$ cat src/hw/rtl/b64e_pkg.sv
// shared types, constants and the alphabet lookup for the base64 stream encoder
package b64e_pkg;

  // input word: one raw byte and the end-of-message flag
  typedef struct packed {
    logic [7:0] data_byte;
    logic       final_byte;
  } in_word_t;

  // output word: one ascii character and the end-of-message flag
  typedef struct packed {
    logic [7:0] out_char;
    logic       last_char;
  } out_word_t;

  // group handed from front to back: 24 bits, bytes present (1..3), final flag
  typedef struct packed {
    logic [23:0] bits;
    logic [1:0]  nbytes;
    logic        fin;
  } group_t;

  // group queue sizing
  localparam int unsigned QUEUE_DEPTH = 2;
  localparam int unsigned QPTR_W      = (QUEUE_DEPTH > 1) ? $clog2(QUEUE_DEPTH) : 1;
  localparam int unsigned QCNT_W      = $clog2(QUEUE_DEPTH + 1);

  // character codes
  localparam logic [7:0] PAD_CHAR   = 8'h3D;  // '='
  localparam logic [7:0] CHAR_PLUS  = 8'h2B;  // '+'
  localparam logic [7:0] CHAR_SLASH = 8'h2F;  // '/'
  localparam logic [7:0] CHAR_UC_A  = 8'h41;  // 'A'
  localparam logic [7:0] CHAR_LC_A  = 8'h61;  // 'a'
  localparam logic [7:0] CHAR_ZERO  = 8'h30;  // '0'

  // alphabet range boundaries
  localparam logic [5:0] IDX_LC_START  = 6'd26;
  localparam logic [5:0] IDX_DIG_START = 6'd52;
  localparam logic [5:0] IDX_PLUS      = 6'd62;
  localparam logic [5:0] IDX_SLASH     = 6'd63;

  // standard base64 alphabet as arithmetic over the letter and digit ranges plus the two single characters
  function automatic logic [7:0] b64_char(input logic [5:0] idx);
    logic [7:0] idx8;
    idx8 = {2'b00, idx};
    if (idx < IDX_LC_START)
      b64_char = CHAR_UC_A + idx8;
    else if (idx < IDX_DIG_START)
      b64_char = CHAR_LC_A + idx8 - {2'b00, IDX_LC_START};
    else if (idx < IDX_PLUS)
      b64_char = CHAR_ZERO + idx8 - {2'b00, IDX_DIG_START};
    else if (idx == IDX_PLUS)
      b64_char = CHAR_PLUS;
    else
      b64_char = CHAR_SLASH;
  endfunction

endpackage

$ cat src/hw/rtl/base64_stream_encoder.sv
// top level of the streaming base64 encoder
//
// Input queue side: drive in_word (data_byte, final_byte) and raise push;
// a byte is taken at a clock edge where push is high and full is low.
// Output queue side: while empty is low, out_word holds the oldest character
// (out_char, last_char); it is taken at an edge where pop is high.
// Every third byte of a message, or its final byte, yields four characters;
// a short final group is zero-filled and padded with '='. last_char marks
// the fourth character of the group closed by the final byte.
// The first character of a group reaches the output after the group passes
// the group queue and the current-group register. The back end emits one
// character per cycle while pop is high, set by its single output register,
// so input is sustained at three bytes per four characters; a two-entry
// group queue separates byte intake from character output.
// Reset (rst, synchronous) drops buffered bytes, queued groups and the
// output register. When the receiver stalls, the output holds, the group
// queue fills, and full rises only once both queue entries are taken.
module base64_stream_encoder (
  input  logic                clk,
  input  logic                rst,
  input  logic                push,
  output logic                full,
  input  b64e_pkg::in_word_t  in_word,
  input  logic                pop,
  output logic                empty,
  output b64e_pkg::out_word_t out_word
);
  import b64e_pkg::*;

  logic   accept;
  logic   grp_valid;
  group_t grp;
  group_t q_data;
  logic   q_full;
  logic   q_nempty;
  logic   q_rd;

  assign full   = q_full;
  assign accept = push && !q_full;

  // byte intake and grouping
  b64e_front u_front (
    .clk       (clk),
    .rst       (rst),
    .accept    (accept),
    .in_word   (in_word),
    .grp_valid (grp_valid),
    .grp       (grp)
  );

  // group queue
  b64e_queue u_queue (
    .clk    (clk),
    .rst    (rst),
    .wr     (grp_valid),
    .wdata  (grp),
    .rd     (q_rd),
    .rdata  (q_data),
    .full   (q_full),
    .nempty (q_nempty)
  );

  // character output
  b64e_back u_back (
    .clk      (clk),
    .rst      (rst),
    .q_nempty (q_nempty),
    .q_data   (q_data),
    .q_rd     (q_rd),
    .pop      (pop),
    .empty    (empty),
    .out_word (out_word)
  );

endmodule

$ cat src/hw/rtl/b64e_front.sv
// front end: takes bytes, buffers a partial group and emits complete groups
module b64e_front (
  input  logic               clk,
  input  logic               rst,
  input  logic               accept,
  input  b64e_pkg::in_word_t in_word,
  output logic               grp_valid,
  output b64e_pkg::group_t   grp
);
  import b64e_pkg::*;

  logic [15:0] pend;
  logic [1:0]  cnt;
  logic        close_group;

  // a group closes on its third byte or on the final byte
  assign close_group = in_word.final_byte || (cnt == 2'd2);
  assign grp_valid   = accept && close_group;

  // assemble the zero-filled group from the buffer and the new byte
  always_comb begin
    grp.fin    = in_word.final_byte;
    grp.nbytes = cnt + 2'd1;
    case (cnt)
      2'd0:    grp.bits = {in_word.data_byte, 16'h0000};
      2'd1:    grp.bits = {pend[7:0], in_word.data_byte, 8'h00};
      default: grp.bits = {pend, in_word.data_byte};
    endcase
  end

  // pending byte count
  always_ff @(posedge clk) begin
    if (rst) begin
      cnt <= 2'd0;
    end else if (accept) begin
      cnt <= close_group ? 2'd0 : cnt + 2'd1;
    end
  end

  // pending bytes, oldest in the high byte
  always_ff @(posedge clk) begin
    if (accept && !close_group) begin
      pend <= {pend[7:0], in_word.data_byte};
    end
  end

endmodule

$ cat src/hw/rtl/b64e_queue.sv
// short group queue between the front and back ends
module b64e_queue (
  input  logic             clk,
  input  logic             rst,
  input  logic             wr,
  input  b64e_pkg::group_t wdata,
  input  logic             rd,
  output b64e_pkg::group_t rdata,
  output logic             full,
  output logic             nempty
);
  import b64e_pkg::*;

  group_t              slots [QUEUE_DEPTH];
  logic [QPTR_W-1:0]   wr_ptr;
  logic [QPTR_W-1:0]   rd_ptr;
  logic [QCNT_W-1:0]   count;

  assign full   = (count == QCNT_W'(QUEUE_DEPTH));
  assign nempty = (count != '0);
  assign rdata  = slots[rd_ptr];

  // pointer wrap helper
  function automatic logic [QPTR_W-1:0] bump(input logic [QPTR_W-1:0] p);
    if (p == QPTR_W'(QUEUE_DEPTH - 1))
      bump = '0;
    else
      bump = p + 1'b1;
  endfunction

  // pointers and fill count
  always_ff @(posedge clk) begin
    if (rst) begin
      wr_ptr <= '0;
      rd_ptr <= '0;
      count  <= '0;
    end else begin
      if (wr) wr_ptr <= bump(wr_ptr);
      if (rd) rd_ptr <= bump(rd_ptr);
      if (wr && !rd)      count <= count + 1'b1;
      else if (rd && !wr) count <= count - 1'b1;
    end
  end

  // storage
  always_ff @(posedge clk) begin
    if (wr) begin
      slots[wr_ptr] <= wdata;
    end
  end

endmodule

$ cat src/hw/rtl/b64e_back.sv
// back end: turns each group into four characters, one per cycle while the output register is free or being taken
module b64e_back (
  input  logic                clk,
  input  logic                rst,
  input  logic                q_nempty,
  input  b64e_pkg::group_t    q_data,
  output logic                q_rd,
  input  logic                pop,
  output logic                empty,
  output b64e_pkg::out_word_t out_word
);
  import b64e_pkg::*;

  group_t    cur;
  logic      cur_valid;
  logic [1:0] idx;
  logic      ov;
  out_word_t ow;
  logic      advance;
  logic      done;
  logic [5:0] sext;
  out_word_t ch;

  assign empty    = !ov;
  assign out_word = ow;

  // move a character into the output register when it is free or being taken
  assign advance = cur_valid && (!ov || pop);
  assign done    = advance && (idx == 2'd3);
  assign q_rd    = q_nempty && (!cur_valid || done);

  // six-bit slice select
  always_comb begin
    unique case (idx)
      2'd0:    sext = cur.bits[23:18];
      2'd1:    sext = cur.bits[17:12];
      2'd2:    sext = cur.bits[11:6];
      default: sext = cur.bits[5:0];
    endcase
  end

  // character or pad for the current position
  always_comb begin
    ch.out_char  = (idx > cur.nbytes) ? PAD_CHAR : b64_char(sext);
    ch.last_char = (idx == 2'd3) && cur.fin;
  end

  // current group and position
  always_ff @(posedge clk) begin
    if (rst) begin
      cur_valid <= 1'b0;
      idx       <= 2'd0;
    end else if (q_rd) begin
      cur_valid <= 1'b1;
      idx       <= 2'd0;
    end else if (advance) begin
      idx <= idx + 2'd1;
      if (idx == 2'd3) cur_valid <= 1'b0;
    end
  end

  always_ff @(posedge clk) begin
    if (q_rd) begin
      cur <= q_data;
    end
  end

  // output register valid
  always_ff @(posedge clk) begin
    if (rst) begin
      ov <= 1'b0;
    end else if (advance) begin
      ov <= 1'b1;
    end else if (pop) begin
      ov <= 1'b0;
    end
  end

  always_ff @(posedge clk) begin
    if (advance) begin
      ow <= ch;
    end
  end

endmodule

$ cat config.mk
export PLATFORM = sky130hd
export DESIGN_NAME = base64_stream_encoder
export DESIGN_NICKNAME = d
export VERILOG_FILES = /design/src/hw/rtl/b64e_pkg.sv /design/src/hw/rtl/base64_stream_encoder.sv /design/src/hw/rtl/b64e_front.sv /design/src/hw/rtl/b64e_queue.sv /design/src/hw/rtl/b64e_back.sv
export SDC_FILE = /design/constraint.sdc
export NUM_CORES = 1
export LEC_CHECK = 0
export BUFFER_PORTS_ARGS = -buffer_cell sky130_fd_sc_hd__buf_2
export CAP_MARGIN = 20
export CORE_MARGIN = 3
export CORE_UTILIZATION = 40
export CTS_CLUSTER_DIAMETER = 120
export CTS_CLUSTER_SIZE = 20
export DETAILED_ROUTE_END_ITERATION = 6
export PLACE_DENSITY = 0.57
export SLEW_MARGIN = 5
export SYNTH_ARGS = -nofsm -noshare
export SYNTH_HDL_FRONTEND = slang
export SYNTH_HIERARCHICAL = 1
export SYNTH_SLANG_ARGS = --single-unit
export TNS_END_PERCENT = 100
$ cat constraint.sdc
create_clock -name clk -period 4 [get_ports clk]
set_input_delay 0.8 -clock clk [delete_from_list [all_inputs] [get_ports clk]]
set_output_delay 0.8 -clock clk [all_outputs]
set_load 0.1 [all_outputs]
Word-level counts from Yosys, hierarchy flattened
Memories as Yosys holds them, arrays and structs flattened. A register that Yosys moved wholly into a read port is not among the register bits.
Index checks and enable logic that the tools add are counted.

word-level totals
  logic and storage cells = 78
  input bits = 13
  output and inout bits = 11
  flip-flop bits (word level) = 35
  memories = 1
  memory bits (writable) = 54

memories
  name           words  bits a word  read ports  clocked after memory_dff  write ports  line              RTL
  u_queue.slots  2      27           1           1                         1            b64e_queue.sv:14  group_t slots [QUEUE_DEPTH];

operators by class
  $lt $le $gt $ge = 4
  muxes and demuxes = 18
  reduce and logical (&&, ||, !) cells = 27
  equality and inequality tests = 7
  $add $sub $neg = 11

operators by type and width
  operator             count
  $pmux 24 s2          1
  $mux 8               3
  $pmux 6 s3           1
  $add 7x6->8 const A  2
  $lt 6x6->1 const B   2
  $reduce_bool 2->1    5
  $logic_and 1x1->1    9
  $mux 1               9
  $eq 2x2->1 const B   4
  $sub 8x5->8 const B  1
  $sub 8x6->8 const B  1
  $add 6x6->7 const A  1
  $add 2x1->2 const B  3
  $eq 6x6->1 const B   1
  $logic_not 1->1      6
  $lt 6x5->1 const B   1
  $mux 2               3
  $eq 2x1->1 const B   2
  $logic_not 2->1      2
  $logic_or 1x1->1     3
  $mux 3               1
  $add 1x1->1 const B  2
  $gt 2x2->1           1
  $reduce_and 2->1     1
  other kinds (2)      2

Depth between registers and ports, before layout
  depth in word-level cells = 9
  depth in mapped cells = 9
  depth with buffers taken out = 9

By module
The synthesis kept the hierarchy.

modules (own cells, without submodules)
  module                 cells each  area an instance (µm²)  times used  seq. area each (µm²)
  b64e_queue             106         2163.3                  1           1721.7
  b64e_back              145         1910.6                  1           1161.1
  b64e_front             81          953.4                   1           520.5
  base64_stream_encoder  1           13.8                    1           0.0

Worst setup path after synthesis
OpenSTA, ideal clock, no wires.

  path kind = input port to flip-flop
  start point = input port pop
  end point = register u_queue.count[1]
  data arrival time = 4289 ps
  stages = 7
  path slack = -359 ps
  cell sequence = nand2b_1 nand2_1 a21boi_0 inv_1 ha_1 or3_1 a21oi_1

between the ends
  longest elaborated chain between the ends = 8

RTL lines
  what                                         line                         RTL
  start, declared                              base64_stream_encoder.sv:24  input logic pop,
  $logic_or 1x1->1 *                           b64e_back.sv:28              assign advance = cur_valid && (!ov || pop);
  $logic_and 1x1->1 *                          b64e_back.sv:28
  $logic_and 1x1->1 *                          b64e_back.sv:29              assign done = advance && (idx == 2'd3);
  $logic_or 1x1->1 *                           b64e_back.sv:30              assign q_rd = q_nempty && (!cur_valid || done);
  $logic_and 1x1->1 *                          b64e_back.sv:30
  via q_rd                                     base64_stream_encoder.sv:36  logic q_rd;
  $logic_not 1->1                              b64e_queue.sv:40             if (wr && !rd) count <= count + 1'b1;
  $logic_and 1x1->1                            b64e_queue.sv:40
  $mux 2 or $reduce_bool 2->1 (tied branches)  -
  end signal, assigned                         b64e_queue.sv:40
  end signal, assigned                         b64e_queue.sv:41             else if (rd && !wr) count <= count - 1'b1;
  end, declared                                b64e_queue.sv:17             logic [QCNT_W-1:0] count;

The timed path passes the listed nets; every way through them passes the cells marked *.
A chain may end at the register's enable or synchronous reset.

Final worst setup path
  start point = register u_back.idx[1]
  end point = register u_queue.count[1]

between the ends
  longest elaborated chain between the ends = 7

RTL lines
  what                                         line                         RTL
  start, declared                              b64e_back.sv:16              logic [1:0] idx;
  start signal, assigned                       b64e_back.sv:57              idx <= idx + 2'd1;
  $eq 2x2->1 *                                 b64e_back.sv:29
  $logic_and 1x1->1 *                          b64e_back.sv:29
  $logic_or 1x1->1 *                           b64e_back.sv:30
  $logic_and 1x1->1 *                          b64e_back.sv:30
  via q_rd                                     base64_stream_encoder.sv:36
  $logic_not 1->1                              b64e_queue.sv:40
  $logic_and 1x1->1                            b64e_queue.sv:40
  $mux 2 or $reduce_bool 2->1 (tied branches)  -

Marks and branches as above.

==> results_dict.tcl <==
set metrics [dict create \
    grt_pass1_vias 2708 \
    route.vias.total 2772 \
    path_clk_slew_ps 50 \
    dpl.hpwl_mm 5.51 \
    ys_warn_count 6 \
    r2r_slack_ps 1380 \
    synth_ff_type "edfxtp_1" \
    die_area_sq_um 14000 \
    period_needed_ps 2620 \
    grt_overflow 0 \
    grt_usage 0.131 \
    num_io_pins 24 \
    setup_ws_ps 1380 \
    cts_buffers 17 \
    antenna_found_initial 0 \
    r2r-end "u_queue/count[1]" \
    drc 0 \
    place_congestion 0.721 \
    cts_sinks 117 \
    vdd_drop_max_mv 0.308 \
    initial_utilization 0.415 \
    critPathArrivalTime_ps 2950 \
    chipHeight_microns 118 \
    hp-class "register to register" \
    yosysSeqAreaShare 0.675 \
    drt-pass1-iter-count 5 \
    drv_slew 0 \
    syn2layout_area_growth_pct 17.9 \
    clockBufferDepth 2 \
    drv_cap 0 \
    cts_tree "yes" \
    synthCells 333 \
    ys_ff_latch 117 \
    worst_pin_slew_ps 855 \
    async_flop_share 0 \
    cts_setup_buffers 0 \
    status "complete, no violations" \
    yosysUniqueCellTypes 54 \
    fp.dieW_microns 118 \
    path_class "register to register" \
    num_rows 40 \
    p_leak_nw 2.12 \
    wl_per_cell_microns 15.3 \
    start_kind "register" \
    whs_path_depth 0 \
    clock_latency_ps 410 \
    cp_data_required_time_ps 4340 \
    portBuffers 23 \
    hold_violations 0 \
    drtIter0Drc 276 \
    synth.area.top_cells "edfxtp_1 (63%), mux2_2 (6.5%), dfxtp_1 (4.4%)" \
    layout.nets 397 \
    fin_setup_tns_ps 0 \
    synth-edff-count 106 \
    min_to "u_front/pend[8]" \
    core_area_sq_um 12200 \
    p_per_area_nw_per_um2 816 \
    n_antenna_cell 0 \
    period_share 0.654 \
    yosys.area.top_type "edfxtp_1" \
    finalPower_mw 4.85 \
    synth.top_cell.area_share 0.631 \
    ant_nets 0 \
    clock_skew_ps 9.32 \
    synth_area_sq_um 5040 \
    avgViaCountPerCell 5.01 \
    finalWirelength_mm 8.47 \
    fmax_mhz 382 \
    drive_gt1_frac 0.268 \
    end_kind "register" \
    holdBufCountCts 0 \
    pre_cts_ws_ps 1350 \
    cp_max_fo 31 \
    grt_setup_unrepaired "false" \
    hold_path.startpoint "u_front/pend[0]" \
    grt_pass1_wl_mm 14.0 \
    syn-num-nets 358 \
    rr_startpoint "u_back/idx[1]" \
    avgSynthCellArea_sq_um 15.1 \
    cts_root_buf "clkbuf_16" \
    cts_htree_levels 4 \
    reg2regPathDepth 8 \
    slew_headroom 0.413 \
    setup_viol 0 \
    grt_max_degree 32 \
    cts_resized 0 \
]
flip-flops by register name, indices dropped and copies added, names as in the netlist, named ones only:
| name | flops |
|---|---|
| u_back/out_word | 9 |
| u_queue/count | 2 |
| u_queue/wr_ptr | 1 |
| u_back/cur_valid | 1 |
| u_front/cnt | 2 |
| u_queue/slots | 54 |
| u_back/ov | 1 |
| u_back/cur | 27 |
| u_back/idx | 2 |
| u_front/pend | 16 |
| u_queue/rd_ptr | 1 |
stage by stage:
| step | utilization | cells | cell area, sq um | hold WS [ps] |
|---|---|---|---|---|
| after floorplan | - | 333 | 5040 | 452 |
| after global placement | 0.440 | 520 | 5360 | 456 |
| after detailed placement | 0.440 | 520 | 5360 | 466 |
| after CTS | 0.488 | 552 | 5930 | 478 |
| after global routing | 0.489 | 553 | 5940 | 495 |
| final | 0.489 | 553 | 5940 | 477 |
synthesized netlist by cell type (10+ instances only):
cell type	number
edfxtp_1	106
inv_1	15
a22o_1	10
nand2_1	14
mux2_2	29
ha_1	12
and2_1	11
dfxtp_1	11
a21oi_1	12
worst max-delay path: stages (launching register included):
cell      delay, ps
dfxtp_1         370
ha_1            580
nand2_1         170
a21boi_2        170
buf_4           350
inv_1            90
ha_1            320
or3_1           350
a21oi_1         150
layer usage:
| metal | vias up | track usage | part of all wire |
|---|---|---|---|
| li1 | 1358 | - | - |
| met1 | 1337 | 0.172 | 0.49 |
| met2 | 62 | 0.193 | 0.45 |
| met3 | 15 | 0.0407 | 0.037 |
| met4 | 0 | 0.0711 | 0.021 |
| met5 | - | 0 | 0 |
power breakdown:
group	switching [mW]	internal (mW)	leakage, nW
Clock	0.501	0.967	0.270
Sequential	0.0971	1.69	1.08
Combinational	1.07	0.523	0.770
layout make-up:
cell class / count / area, sq um
tap: 168 / 210
sequential: 117 / 3400
timing repair buffer: 30 / 175
inverter: 17 / 68.8
fill: 1044 / 6220
multi-input combinational: 189 / 1510
clock buffer: 21 / 440
clock inverter: 11 / 134
placed cells by master (no fill, tap or decap), types with 10 or more instances in the layout:
master	instances
a21oi_1	12
a22o_1	10
and2_1	11
buf_2	23
clkbuf_16	17
dfxtp_1	11
edfxtp_1	106
ha_1	12
inv_1	15
mux2_2	29
nand2_1	14
logic make-up after synthesis:
| group | synth area share |
|---|---|
| XOR/XNOR | 0.00869 |
| multiplexers | 0.0854 |
| buffers and inverters | 0.0271 |
| AND/OR/NAND/NOR | 0.0732 |
| flip-flops | 0.675 |
| AO/OA/AOI/OAI | 0.100 |
| other | 0.000744 |
| adder cells (fa/ha/maj) | 0.0298 |
worst max path at each step:
stage               cells past startpoint          endpoint  slack [ps]           from
detailed placement                      9  u_queue/count[1]        1350            pop
floorplan                               7  u_queue/count[1]         460            pop
finish                                  8  u_queue/count[1]        1380  u_back/idx[1]
global placement                        9  u_queue/count[1]        1420            pop
global route                            9  u_queue/count[1]        1140  u_back/idx[1]
CTS                                     8  u_queue/count[1]        1350  u_back/idx[1]
(Power assumes the default switching activity.)
